$ cat config.mk
export PLATFORM = sky130hd
export DESIGN_NAME = co2_sensor_uart_frame_engine_top
export DESIGN_NICKNAME = d
export VERILOG_FILES = /design/src/hdl/csufe_pkg.sv /design/src/hdl/co2_sensor_uart_frame_engine_top.sv /design/src/hdl/csufe_ctrl.sv /design/src/hdl/csufe_out.sv
export SDC_FILE = /design/constraint.sdc
export NUM_CORES = 1
export LEC_CHECK = 0
export ABC_AREA = 1
export BUFFER_PORTS_ARGS = -buffer_cell sky130_fd_sc_hd__buf_4
export CORE_ASPECT_RATIO = 1.75
export CORE_MARGIN = 2
export CORE_UTILIZATION = 50
export DETAILED_ROUTE_END_ITERATION = 8
export HOLD_SLACK_MARGIN = 0.1
export PLACE_DENSITY = 0.7
export SYNTH_ARGS = -nofsm -noshare
export SYNTH_HDL_FRONTEND = slang
export SYNTH_HIERARCHICAL = 1
export SYNTH_SLANG_ARGS = --single-unit
$ cat constraint.sdc
create_clock -name i_clk -period 5.3 [get_ports i_clk]
set_input_delay 0.265 -clock i_clk [delete_from_list [all_inputs] [get_ports i_clk]]
set_output_delay 0.265 -clock i_clk [all_outputs]
set_load 0.01 [all_outputs]
$ cat src/hdl/csufe_pkg.sv
// ----------------------------------------------------------------------------
// csufe_pkg
// Shared codes, types and frame helpers for the gas-sensor UART frame engine.
// ----------------------------------------------------------------------------
package csufe_pkg;

    localparam int unsigned PACKET_BYTES = 9;
    localparam int unsigned TAIL_BYTES   = PACKET_BYTES - 1;

    // input commands
    localparam logic [3:0] CMD_READ    = 4'd0;
    localparam logic [3:0] CMD_ABC_ON  = 4'd1;
    localparam logic [3:0] CMD_ABC_OFF = 4'd2;
    localparam logic [3:0] CMD_ZERO    = 4'd3;
    localparam logic [3:0] CMD_SPAN    = 4'd4;
    localparam logic [3:0] CMD_RANGE   = 4'd5;
    localparam logic [3:0] CMD_RX      = 4'd6;
    localparam logic [3:0] CMD_TICK    = 4'd7;
    localparam logic [3:0] CMD_TIMEOUT = 4'd8;

    // request kinds as held in the active op register
    localparam logic [2:0] OP_READ    = 3'd0;
    localparam logic [2:0] OP_ABC_ON  = 3'd1;
    localparam logic [2:0] OP_ABC_OFF = 3'd2;
    localparam logic [2:0] OP_ZERO    = 3'd3;
    localparam logic [2:0] OP_SPAN    = 3'd4;
    localparam logic [2:0] OP_RANGE   = 3'd5;

    // completion status
    localparam logic [2:0] ST_OK        = 3'd0;
    localparam logic [2:0] ST_BAD_FRAME = 3'd1;
    localparam logic [2:0] ST_NO_RESP   = 3'd2;
    localparam logic [2:0] ST_SPAN_REJ  = 3'd3;
    localparam logic [2:0] ST_NOT_READY = 3'd4;

    // frame bytes
    localparam logic [7:0] BYTE_START  = 8'hFF;
    localparam logic [7:0] BYTE_ADDR   = 8'h01;
    localparam logic [7:0] OPC_READ    = 8'h86;
    localparam logic [7:0] OPC_ABC     = 8'h79;
    localparam logic [7:0] BYTE_ABC_ON = 8'hA0;
    localparam logic [7:0] OPC_ZERO    = 8'h87;
    localparam logic [7:0] OPC_SPAN    = 8'h88;
    localparam logic [7:0] OPC_RANGE   = 8'h99;

    localparam logic [15:0] PPM_BAD_FRAME = 16'h0101;
    localparam logic [19:0] MS_MAX        = 20'hFFFFF;

    localparam int unsigned REG_PREHEAT  = 0;
    localparam int unsigned REG_SPAN_MIN = 1;
    localparam int unsigned REG_SPAN_MAX = 2;

    // one result request from the control stage to the output stage
    typedef struct packed {
        logic        valid;   // this item causes a result
        logic        frame;   // 1: nine tx beats, 0: one done beat
        logic [2:0]  op;
        logic [15:0] value;
        logic [2:0]  status;
        logic [15:0] ppm;
    } t_req;

    typedef logic [TAIL_BYTES-1:0][7:0] t_tail;

    function automatic logic [7:0] opcode_of(input logic [2:0] op);
        logic [7:0] opc;
        unique case (op)
            OP_READ:    opc = OPC_READ;
            OP_ABC_ON:  opc = OPC_ABC;
            OP_ABC_OFF: opc = OPC_ABC;
            OP_ZERO:    opc = OPC_ZERO;
            OP_SPAN:    opc = OPC_SPAN;
            default:    opc = OPC_RANGE;
        endcase
        return opc;
    endfunction

endpackage

$ cat src/hdl/co2_sensor_uart_frame_engine_top.sv
// ----------------------------------------------------------------------------
// co2_sensor_uart_frame_engine_top
// Host-side engine for a 9-byte UART gas-sensor command/response protocol.
// ----------------------------------------------------------------------------
// Usage:
//   Input channel (i_in_valid / o_in_stall) takes one command beat: a request
//   (read, auto-baseline on/off, zero cal, span cal, set range), a received
//   byte, a millisecond tick or a timeout. Output channel (o_out_valid /
//   i_out_stall) returns result beats: either a tx byte (o_tx_valid, with
//   o_tx_last on the ninth) or a completion (o_done_res, status, ppm).
//   Path: an accepted beat is held in the input register; its first result
//   is registered into the output register as the beat leaves it.
//   Throughput: one beat per cycle for commands giving zero or one result
//   while the receiver does not stall. A frame request holds the output
//   register for its tx beats; the input register holds the next beat and
//   the input channel stalls. When the receiver stalls, the output register
//   holds its beat, the input register fills and then o_in_stall rises.
//   Reset: all protocol state clears, the ms counter is zero (readings not
//   ready), registers return to preheat 180000 ms and span window 1000..5000.
//   Config writes (i_cfg_we, i_cfg_index, i_cfg_data) take effect at once;
//   index 3 is ignored.
// ----------------------------------------------------------------------------
module co2_sensor_uart_frame_engine_top import csufe_pkg::*; (
    input  logic        i_clk,
    input  logic        i_rst_n,
    input  logic        i_in_valid,
    output logic        o_in_stall,
    input  logic [3:0]  i_command,
    input  logic [15:0] i_value,
    input  logic [7:0]  i_rx_byte,
    output logic        o_out_valid,
    input  logic        i_out_stall,
    output logic        o_tx_valid,
    output logic [7:0]  o_tx_byte,
    output logic        o_tx_last,
    output logic        o_done_res,
    output logic [2:0]  o_status,
    output logic [15:0] o_co2_ppm,
    input  logic        i_cfg_we,
    input  logic [1:0]  i_cfg_index,
    input  logic [19:0] i_cfg_data
);

    logic [19:0] r_preheat_ms;
    logic [15:0] r_span_min;
    logic [15:0] r_span_max;

    t_req req;
    logic take;

    // configuration registers
    always_ff @(posedge i_clk) begin
        if (!i_rst_n) begin
            r_preheat_ms <= 20'd180000;
            r_span_min   <= 16'd1000;
            r_span_max   <= 16'd5000;
        end else if (i_cfg_we) begin
            if (i_cfg_index == 2'(REG_PREHEAT))  r_preheat_ms <= i_cfg_data;
            if (i_cfg_index == 2'(REG_SPAN_MIN)) r_span_min   <= i_cfg_data[15:0];
            if (i_cfg_index == 2'(REG_SPAN_MAX)) r_span_max   <= i_cfg_data[15:0];
        end
    end

    csufe_ctrl u_ctrl (
        .i_clk        (i_clk),
        .i_rst_n      (i_rst_n),
        .i_in_valid   (i_in_valid),
        .o_in_stall   (o_in_stall),
        .i_command    (i_command),
        .i_value      (i_value),
        .i_rx_byte    (i_rx_byte),
        .i_preheat_ms (r_preheat_ms),
        .i_span_min   (r_span_min),
        .i_span_max   (r_span_max),
        .i_take       (take),
        .o_req        (req)
    );

    csufe_out u_out (
        .i_clk       (i_clk),
        .i_rst_n     (i_rst_n),
        .i_req       (req),
        .o_take      (take),
        .o_out_valid (o_out_valid),
        .i_out_stall (i_out_stall),
        .o_tx_valid  (o_tx_valid),
        .o_tx_byte   (o_tx_byte),
        .o_tx_last   (o_tx_last),
        .o_done_res  (o_done_res),
        .o_status    (o_status),
        .o_co2_ppm   (o_co2_ppm)
    );

endmodule

$ cat src/hdl/csufe_ctrl.sv
// ----------------------------------------------------------------------------
// csufe_ctrl
// Input register, command decode and protocol state (preheat, reply check).
// ----------------------------------------------------------------------------
module csufe_ctrl import csufe_pkg::*; (
    input  logic        i_clk,
    input  logic        i_rst_n,
    input  logic        i_in_valid,
    output logic        o_in_stall,
    input  logic [3:0]  i_command,
    input  logic [15:0] i_value,
    input  logic [7:0]  i_rx_byte,
    input  logic [19:0] i_preheat_ms,
    input  logic [15:0] i_span_min,
    input  logic [15:0] i_span_max,
    input  logic        i_take,
    output t_req        o_req
);

    logic        r_in_valid;
    logic [3:0]  r_cmd;
    logic [15:0] r_val;
    logic [7:0]  r_rx;

    logic        r_preheat_done, n_preheat_done;
    logic [19:0] r_ms_count,     n_ms_count;
    logic [2:0]  r_active_op,    n_active_op;
    logic        r_waiting,      n_waiting;
    logic [3:0]  r_rx_index,     n_rx_index;
    logic [7:0]  r_rx_sum,       n_rx_sum;
    logic        r_frame_ok,     n_frame_ok;
    logic [7:0]  r_read_hi,      n_read_hi;
    logic [7:0]  r_read_lo,      n_read_lo;

    logic adv;
    logic accept;
    logic pre_ok;
    logic ok_final;
    t_req req;

    assign adv        = r_in_valid && i_take;
    assign o_in_stall = r_in_valid && !adv;
    assign accept     = i_in_valid && !o_in_stall;

    // input register
    always_ff @(posedge i_clk) begin
        if (!i_rst_n) begin
            r_in_valid <= 1'b0;
        end else if (accept) begin
            r_in_valid <= 1'b1;
        end else if (adv) begin
            r_in_valid <= 1'b0;
        end
    end

    always_ff @(posedge i_clk) begin
        if (accept) begin
            r_cmd <= i_command;
            r_val <= i_value;
            r_rx  <= i_rx_byte;
        end
    end

    assign pre_ok   = r_preheat_done || (r_ms_count > i_preheat_ms);
    assign ok_final = r_frame_ok && (r_rx == (8'd0 - r_rx_sum));

    // decode of the held item
    always_comb begin
        n_preheat_done = r_preheat_done;
        n_ms_count     = r_ms_count;
        n_active_op    = r_active_op;
        n_waiting      = r_waiting;
        n_rx_index     = r_rx_index;
        n_rx_sum       = r_rx_sum;
        n_frame_ok     = r_frame_ok;
        n_read_hi      = r_read_hi;
        n_read_lo      = r_read_lo;
        req            = '0;

        unique case (r_cmd)
            CMD_READ, CMD_ABC_ON, CMD_ABC_OFF, CMD_ZERO, CMD_SPAN, CMD_RANGE: begin
                req.valid = 1'b1;
                req.frame = 1'b1;
                req.op    = r_cmd[2:0];
                req.value = r_val;
                if (r_cmd == CMD_READ) begin
                    n_preheat_done = pre_ok;
                    req.value      = '0;
                    if (!pre_ok) begin
                        req.frame  = 1'b0;
                        req.status = ST_NOT_READY;
                    end
                end
                if (r_cmd == CMD_SPAN && (r_val < i_span_min || r_val > i_span_max)) begin
                    req.frame  = 1'b0;
                    req.status = ST_SPAN_REJ;
                end
                if (req.frame) begin
                    n_active_op = r_cmd[2:0];
                    n_waiting   = 1'b1;
                    n_rx_index  = '0;
                    n_rx_sum    = '0;
                    n_frame_ok  = 1'b1;
                    n_read_hi   = '0;
                    n_read_lo   = '0;
                end
            end
            CMD_RX: begin
                if (r_waiting) begin
                    if (r_rx_index == 4'd0) begin
                        if (r_rx != BYTE_START) n_frame_ok = 1'b0;
                        n_rx_index = r_rx_index + 4'd1;
                    end else if (r_rx_index < 4'(PACKET_BYTES - 1)) begin
                        if (r_rx_index == 4'd1 && r_rx != opcode_of(r_active_op))
                            n_frame_ok = 1'b0;
                        if (r_rx_index == 4'd2) n_read_hi = r_rx;
                        if (r_rx_index == 4'd3) n_read_lo = r_rx;
                        n_rx_sum   = r_rx_sum + r_rx;
                        n_rx_index = r_rx_index + 4'd1;
                    end else begin
                        // checksum byte closes the reply
                        n_waiting  = 1'b0;
                        n_rx_index = '0;
                        n_frame_ok = ok_final;
                        req.valid  = 1'b1;
                        if (ok_final) begin
                            req.status = ST_OK;
                            req.ppm    = (r_active_op == OP_READ) ? {r_read_hi, r_read_lo}
                                                                  : 16'd0;
                        end else begin
                            req.status = ST_BAD_FRAME;
                            req.ppm    = PPM_BAD_FRAME;
                        end
                    end
                end
            end
            CMD_TICK: begin
                if (r_ms_count < MS_MAX) n_ms_count = r_ms_count + 20'd1;
            end
            CMD_TIMEOUT: begin
                if (r_waiting) begin
                    n_waiting  = 1'b0;
                    n_rx_index = '0;
                    req.valid  = 1'b1;
                    req.status = ST_NO_RESP;
                end
            end
            default: begin
            end
        endcase

        if (!adv) req.valid = 1'b0;
    end

    assign o_req = req;

    // protocol state
    always_ff @(posedge i_clk) begin
        if (!i_rst_n) begin
            r_preheat_done <= 1'b0;
            r_ms_count     <= '0;
            r_active_op    <= OP_READ;
            r_waiting      <= 1'b0;
            r_rx_index     <= '0;
            r_rx_sum       <= '0;
            r_frame_ok     <= 1'b1;
            r_read_hi      <= '0;
            r_read_lo      <= '0;
        end else if (adv) begin
            r_preheat_done <= n_preheat_done;
            r_ms_count     <= n_ms_count;
            r_active_op    <= n_active_op;
            r_waiting      <= n_waiting;
            r_rx_index     <= n_rx_index;
            r_rx_sum       <= n_rx_sum;
            r_frame_ok     <= n_frame_ok;
            r_read_hi      <= n_read_hi;
            r_read_lo      <= n_read_lo;
        end
    end

endmodule

$ cat src/hdl/csufe_out.sv
// ----------------------------------------------------------------------------
// csufe_out
// Frame builder, tail shift register and result output register.
// ----------------------------------------------------------------------------
module csufe_out import csufe_pkg::*; (
    input  logic        i_clk,
    input  logic        i_rst_n,
    input  t_req        i_req,
    output logic        o_take,
    output logic        o_out_valid,
    input  logic        i_out_stall,
    output logic        o_tx_valid,
    output logic [7:0]  o_tx_byte,
    output logic        o_tx_last,
    output logic        o_done_res,
    output logic [2:0]  o_status,
    output logic [15:0] o_co2_ppm
);

    logic        r_out_valid;
    logic        r_tx_valid;
    logic [7:0]  r_tx_byte;
    logic        r_tx_last;
    logic        r_done;
    logic [2:0]  r_status;
    logic [15:0] r_ppm;
    t_tail       r_tail;
    logic [3:0]  r_tail_cnt;

    logic        out_free;
    t_tail       frm;
    logic [7:0]  sum;

    assign out_free = !r_out_valid || !i_out_stall;
    assign o_take   = out_free && (r_tail_cnt == 4'd0);

    // bytes 1..8 of the frame; byte 0 is always the start byte
    always_comb begin
        frm    = '0;
        frm[0] = BYTE_ADDR;
        frm[1] = opcode_of(i_req.op);
        if (i_req.op == OP_ABC_ON) frm[2] = BYTE_ABC_ON;
        if (i_req.op == OP_SPAN) begin
            frm[2] = i_req.value[15:8];
            frm[3] = i_req.value[7:0];
        end
        if (i_req.op == OP_RANGE) begin
            frm[5] = i_req.value[15:8];
            frm[6] = i_req.value[7:0];
        end
        sum = frm[0] + frm[1] + frm[2] + frm[3] + frm[4] + frm[5] + frm[6];
        frm[TAIL_BYTES-1] = 8'd0 - sum;
    end

    // output register valid and tail count
    always_ff @(posedge i_clk) begin
        if (!i_rst_n) begin
            r_out_valid <= 1'b0;
            r_tail_cnt  <= '0;
        end else if (out_free) begin
            if (r_tail_cnt != 4'd0) begin
                r_out_valid <= 1'b1;
                r_tail_cnt  <= r_tail_cnt - 4'd1;
            end else if (i_req.valid) begin
                r_out_valid <= 1'b1;
                r_tail_cnt  <= i_req.frame ? 4'(TAIL_BYTES) : 4'd0;
            end else begin
                r_out_valid <= 1'b0;
            end
        end
    end

    // output payload and tail bytes
    always_ff @(posedge i_clk) begin
        if (out_free) begin
            if (r_tail_cnt != 4'd0) begin
                r_tx_valid <= 1'b1;
                r_tx_byte  <= r_tail[0];
                r_tx_last  <= (r_tail_cnt == 4'd1);
                r_done     <= 1'b0;
                r_status   <= ST_OK;
                r_ppm      <= '0;
                r_tail     <= {8'd0, r_tail[TAIL_BYTES-1:1]};
            end else if (i_req.valid) begin
                if (i_req.frame) begin
                    r_tx_valid <= 1'b1;
                    r_tx_byte  <= BYTE_START;
                    r_tx_last  <= 1'b0;
                    r_done     <= 1'b0;
                    r_status   <= ST_OK;
                    r_ppm      <= '0;
                    r_tail     <= frm;
                end else begin
                    r_tx_valid <= 1'b0;
                    r_tx_byte  <= '0;
                    r_tx_last  <= 1'b0;
                    r_done     <= 1'b1;
                    r_status   <= i_req.status;
                    r_ppm      <= i_req.ppm;
                end
            end
        end
    end

    assign o_out_valid = r_out_valid;
    assign o_tx_valid  = r_tx_valid;
    assign o_tx_byte   = r_tx_byte;
    assign o_tx_last   = r_tx_last;
    assign o_done_res  = r_done;
    assign o_status    = r_status;
    assign o_co2_ppm   = r_ppm;

endmodule
==> out/summary.txt <==
diode count = 0
GRT Total Usage = 21.98%
Longest Clk Path Bufs = 3
Slew headroom = 31.32%
antenna viol nets, final = 0
# rows = 78
Yosys warning total = 6
Comb pwr share = 31.0%
IO buf count = 86
post-synthesis sequential area ratio = 44.64%
worst path bufs/invs = 3
RSZ-0062 raised after global routing = no
Final Max Slew Viols = 0
Tcrit/Tclk final = 93.10%
DR vias = 10800
Cells on Worst Hold Path = 5
Die ar. = 27830 sq um
Mapped Area = 13230 sq um
worst-margin pin slew = 1.030 ns
Pwr Total = 6461 uW
Clk pin slew, worst setup/hold paths = 0.06 ns
H-tree depth = 1
Hold Fails Final Rpt = 0
wire length per cell = 14.32 um
routed wire length = 30390 um
Leak = 0.007216 uW
critical-path cell list = nand2_1, nand2_1, nor2_1, nor2_1, inv_1, nor2_2, inv_1, o21ai_0, fa_1, fa_1, fa_1, inv_1, ha_1, nand2_1, o21ai_0, a21oi_1, nand3_1, nand2_1, nor2_1
crit path max fanout = 12
Initial Util = 50.96%
vias in the first global route = 10650
clk sink count = 234
sw frac = 34.10%
final setup fails = 0
CP endpoint kind = register
EDFF count, synth = 122
PwrDens = 422.8 nW/um^2
number of detailed-route iterations in the first pass = 5
Die Wd = 127.0 um
Post-Syn Instances = 1673
DRC = 0
Tmin final = 4.935 ns
Most Frequent Cell on Critical Path = nand2_1
run status = finished clean
first-pass GRT wire length = 49770 um
CTS resizes = 0
Critical Path RT = 5.58 ns
worst vdd ir = 0.2689 mV
chip height = 219.2 um
power share of the sequential group = 43.6%
CP Depth = 19
Clock Latency Late Sink = 0.53 ns
reg2reg path depth = 19
Distinct cells, synth = 47
core box area = 25960 sq um
total CTS buffers = 23
Reg-to-Reg Start = u_ctrl/r_cmd[2]
Worst Setup SP = u_ctrl/r_cmd[2]
Final #Nets = 1937
most numerous cell in the Yosys netlist = nand2_1
post-synth top area cell = edfxtp_1
largest net degree at the start of global routing = 98
ys async rst share = 0%
cell internal pwr = 4258 uW
dominant synthesized flop cell = edfxtp_1
synthesis-to-layout area growth = 15.51%
Arrival @ worst endpoint = 5.22 ns
setup_tns = 0 ns
Final HPWL DP = 21990 um
Clock power frac = 25.4%
TritonCTS clock tree = done
number of antenna violations at the first check in global routing = 0
utilization after layout = 58.86%
Clock Skews = 0.01563 ns
syn_nets = 1824
CP Class = register to register
DR vias/cell = 5.090
HP Class = input pin to register
Mean Syn Cell Area = 7.907 sq um
synth top area cells = edfxtp_1 (28%), dfxtp_1 (17%), nand2_1 (11%)
crit start category = register
Synth Register Bits = 234
Largest stage delay, worst path = 0.56 ns
Ports = 87
final estimated routing congestion in global placement = 0.9429
Psw = 2203 uW
GRT overflow = 0
share of cells above drive strength 1 = 9.822%
Max stage delay cell, worst path = fa_1
Layout fillers = 2388
CTS root buf = clkbuf_16
top cell type's share of synthesized area = 27.69%
First DRT Iteration DRCs = 468
Crit path max-delay family = adder cells
Max Cap Viol = 0
synth cell count leaders = nand2_1 (400), nor2_1 (278), inv_1 (271)
Hold Startpoint = i_cfg_data[16]
Max Fclk = 0.2027 GHz
## per-stage QoR
| step | hold WS (ns) | setup WS (ns) | std cells | cell area, sq um |
|---|---|---|---|---|
| after CTS | 0.1048 | 0.4610 | 2122 | 15280 |
| final | 0.1096 | 0.3655 | 2122 | 15280 |
| after global routing | 0.1282 | 0.0007061 | 2122 | 15280 |
| after detailed placement | 0.4448 | 0.4917 | 2032 | 14040 |
| after global placement | 0.4426 | 0.6737 | 2032 | 14040 |
| after floorplan | 0.3639 | 0.2950 | 1673 | 13230 |
## tightest hold or removal path: cells and delay by family
kind,cells,cell delay [ns]
and+or+nand+nor,3,0.22
buffers and inverters,2,0.11
## per-layer routing
metal,share of wire [%],vias to the layer above,track usage (%)
li1,-,5493,-
met1,38,4983,23.48
met2,54,238,42.46
met3,3.6,86,2.389
met4,4.5,0,10.51
met5,0,-,0
## kinds of logic (layout without fill, tap and decap cells)
group                    count (synthesis)  count (layout)  synth area share (%)
adder cells (fa/ha/maj)                 96              96                 10.33
flip-flops                             234             234                 44.64
XOR/XNOR                                19              19                 1.258
AND/OR/NAND/NOR                        847             847                 27.71
AO/OA/AOI/OAI                          145             145                 5.949
buffers and inverters                  332             461                 10.11
## cells in the final DEF, fill, tap and decap left out, types with 41 or more instances in the layout
cell	Yosys	final
a21oi_1	74	74
buf_4	6	93
dfxtp_1	112	112
dlygate4sd3_1	0	49
edfxtp_1	122	122
ha_1	74	74
inv_1	271	271
nand2_1	400	400
nand3_1	71	71
nor2_1	278	276
o21ai_0	41	41
## power by group through the flow
stage / clock network, uW / registers, uW / logic, uW
2_1_floorplan: 0 / 2890 / 1310
3_3_place_gp: 0 / 2840 / 1920
3_5_place_dp: 0 / 2850 / 1980
4_1_cts: 1680 / 2820 / 2020
5_1_grt: 1740 / 2860 / 2260
6_report: 1640 / 2820 / 2000
## registers in the layout (all words and copies together) (netlist names), 3 cells and up
signal	cells
u_ctrl/r_rx_index	4
u_ctrl/r_read_hi	8
u_ctrl/r_ms_count	20
u_ctrl/r_rx	8
u_out/o_tx_byte	8
r_span_min	16
u_ctrl/r_read_lo	8
u_ctrl/r_val	16
u_out/r_tail_cnt	4
u_ctrl/r_cmd	4
r_span_max	16
u_ctrl/r_active_op	3
u_out/o_status	3
u_out/r_tail	64
u_ctrl/r_rx_sum	8
u_out/o_co2_ppm	16
r_preheat_ms	20
## layout make-up
type                       instances  area, sq um  share of cell area (%)
sequential                       234         5906                   38.65
multi-input combinational       1107         5996                   39.24
clock buffer                      36        694.4                   4.544
clock inverter                     5        52.55                  0.3439
inverter                         278         1044                   6.829
tap                              320        400.4                   2.620
timing repair buffer             142         1189                   7.779
## timing repair
item / 4_1_cts / 5_1_grt
buffers inserted: 0 / 0
setup endpoints to repair: 0 / 0
hold buffers: 49 / 0
hold endpoints to repair: 71 / 0
## worst paths after layout
path / end / slack, ns
worst max-delay path: u_out/r_tail[63] / 0.37
worst min-delay path: r_preheat_ms[16] / 0.11
worst max register to register: u_out/r_tail[63] / 0.37
worst min register to register: r_preheat_ms[9] / 0.46
Power figures use the tool's default switching activity.
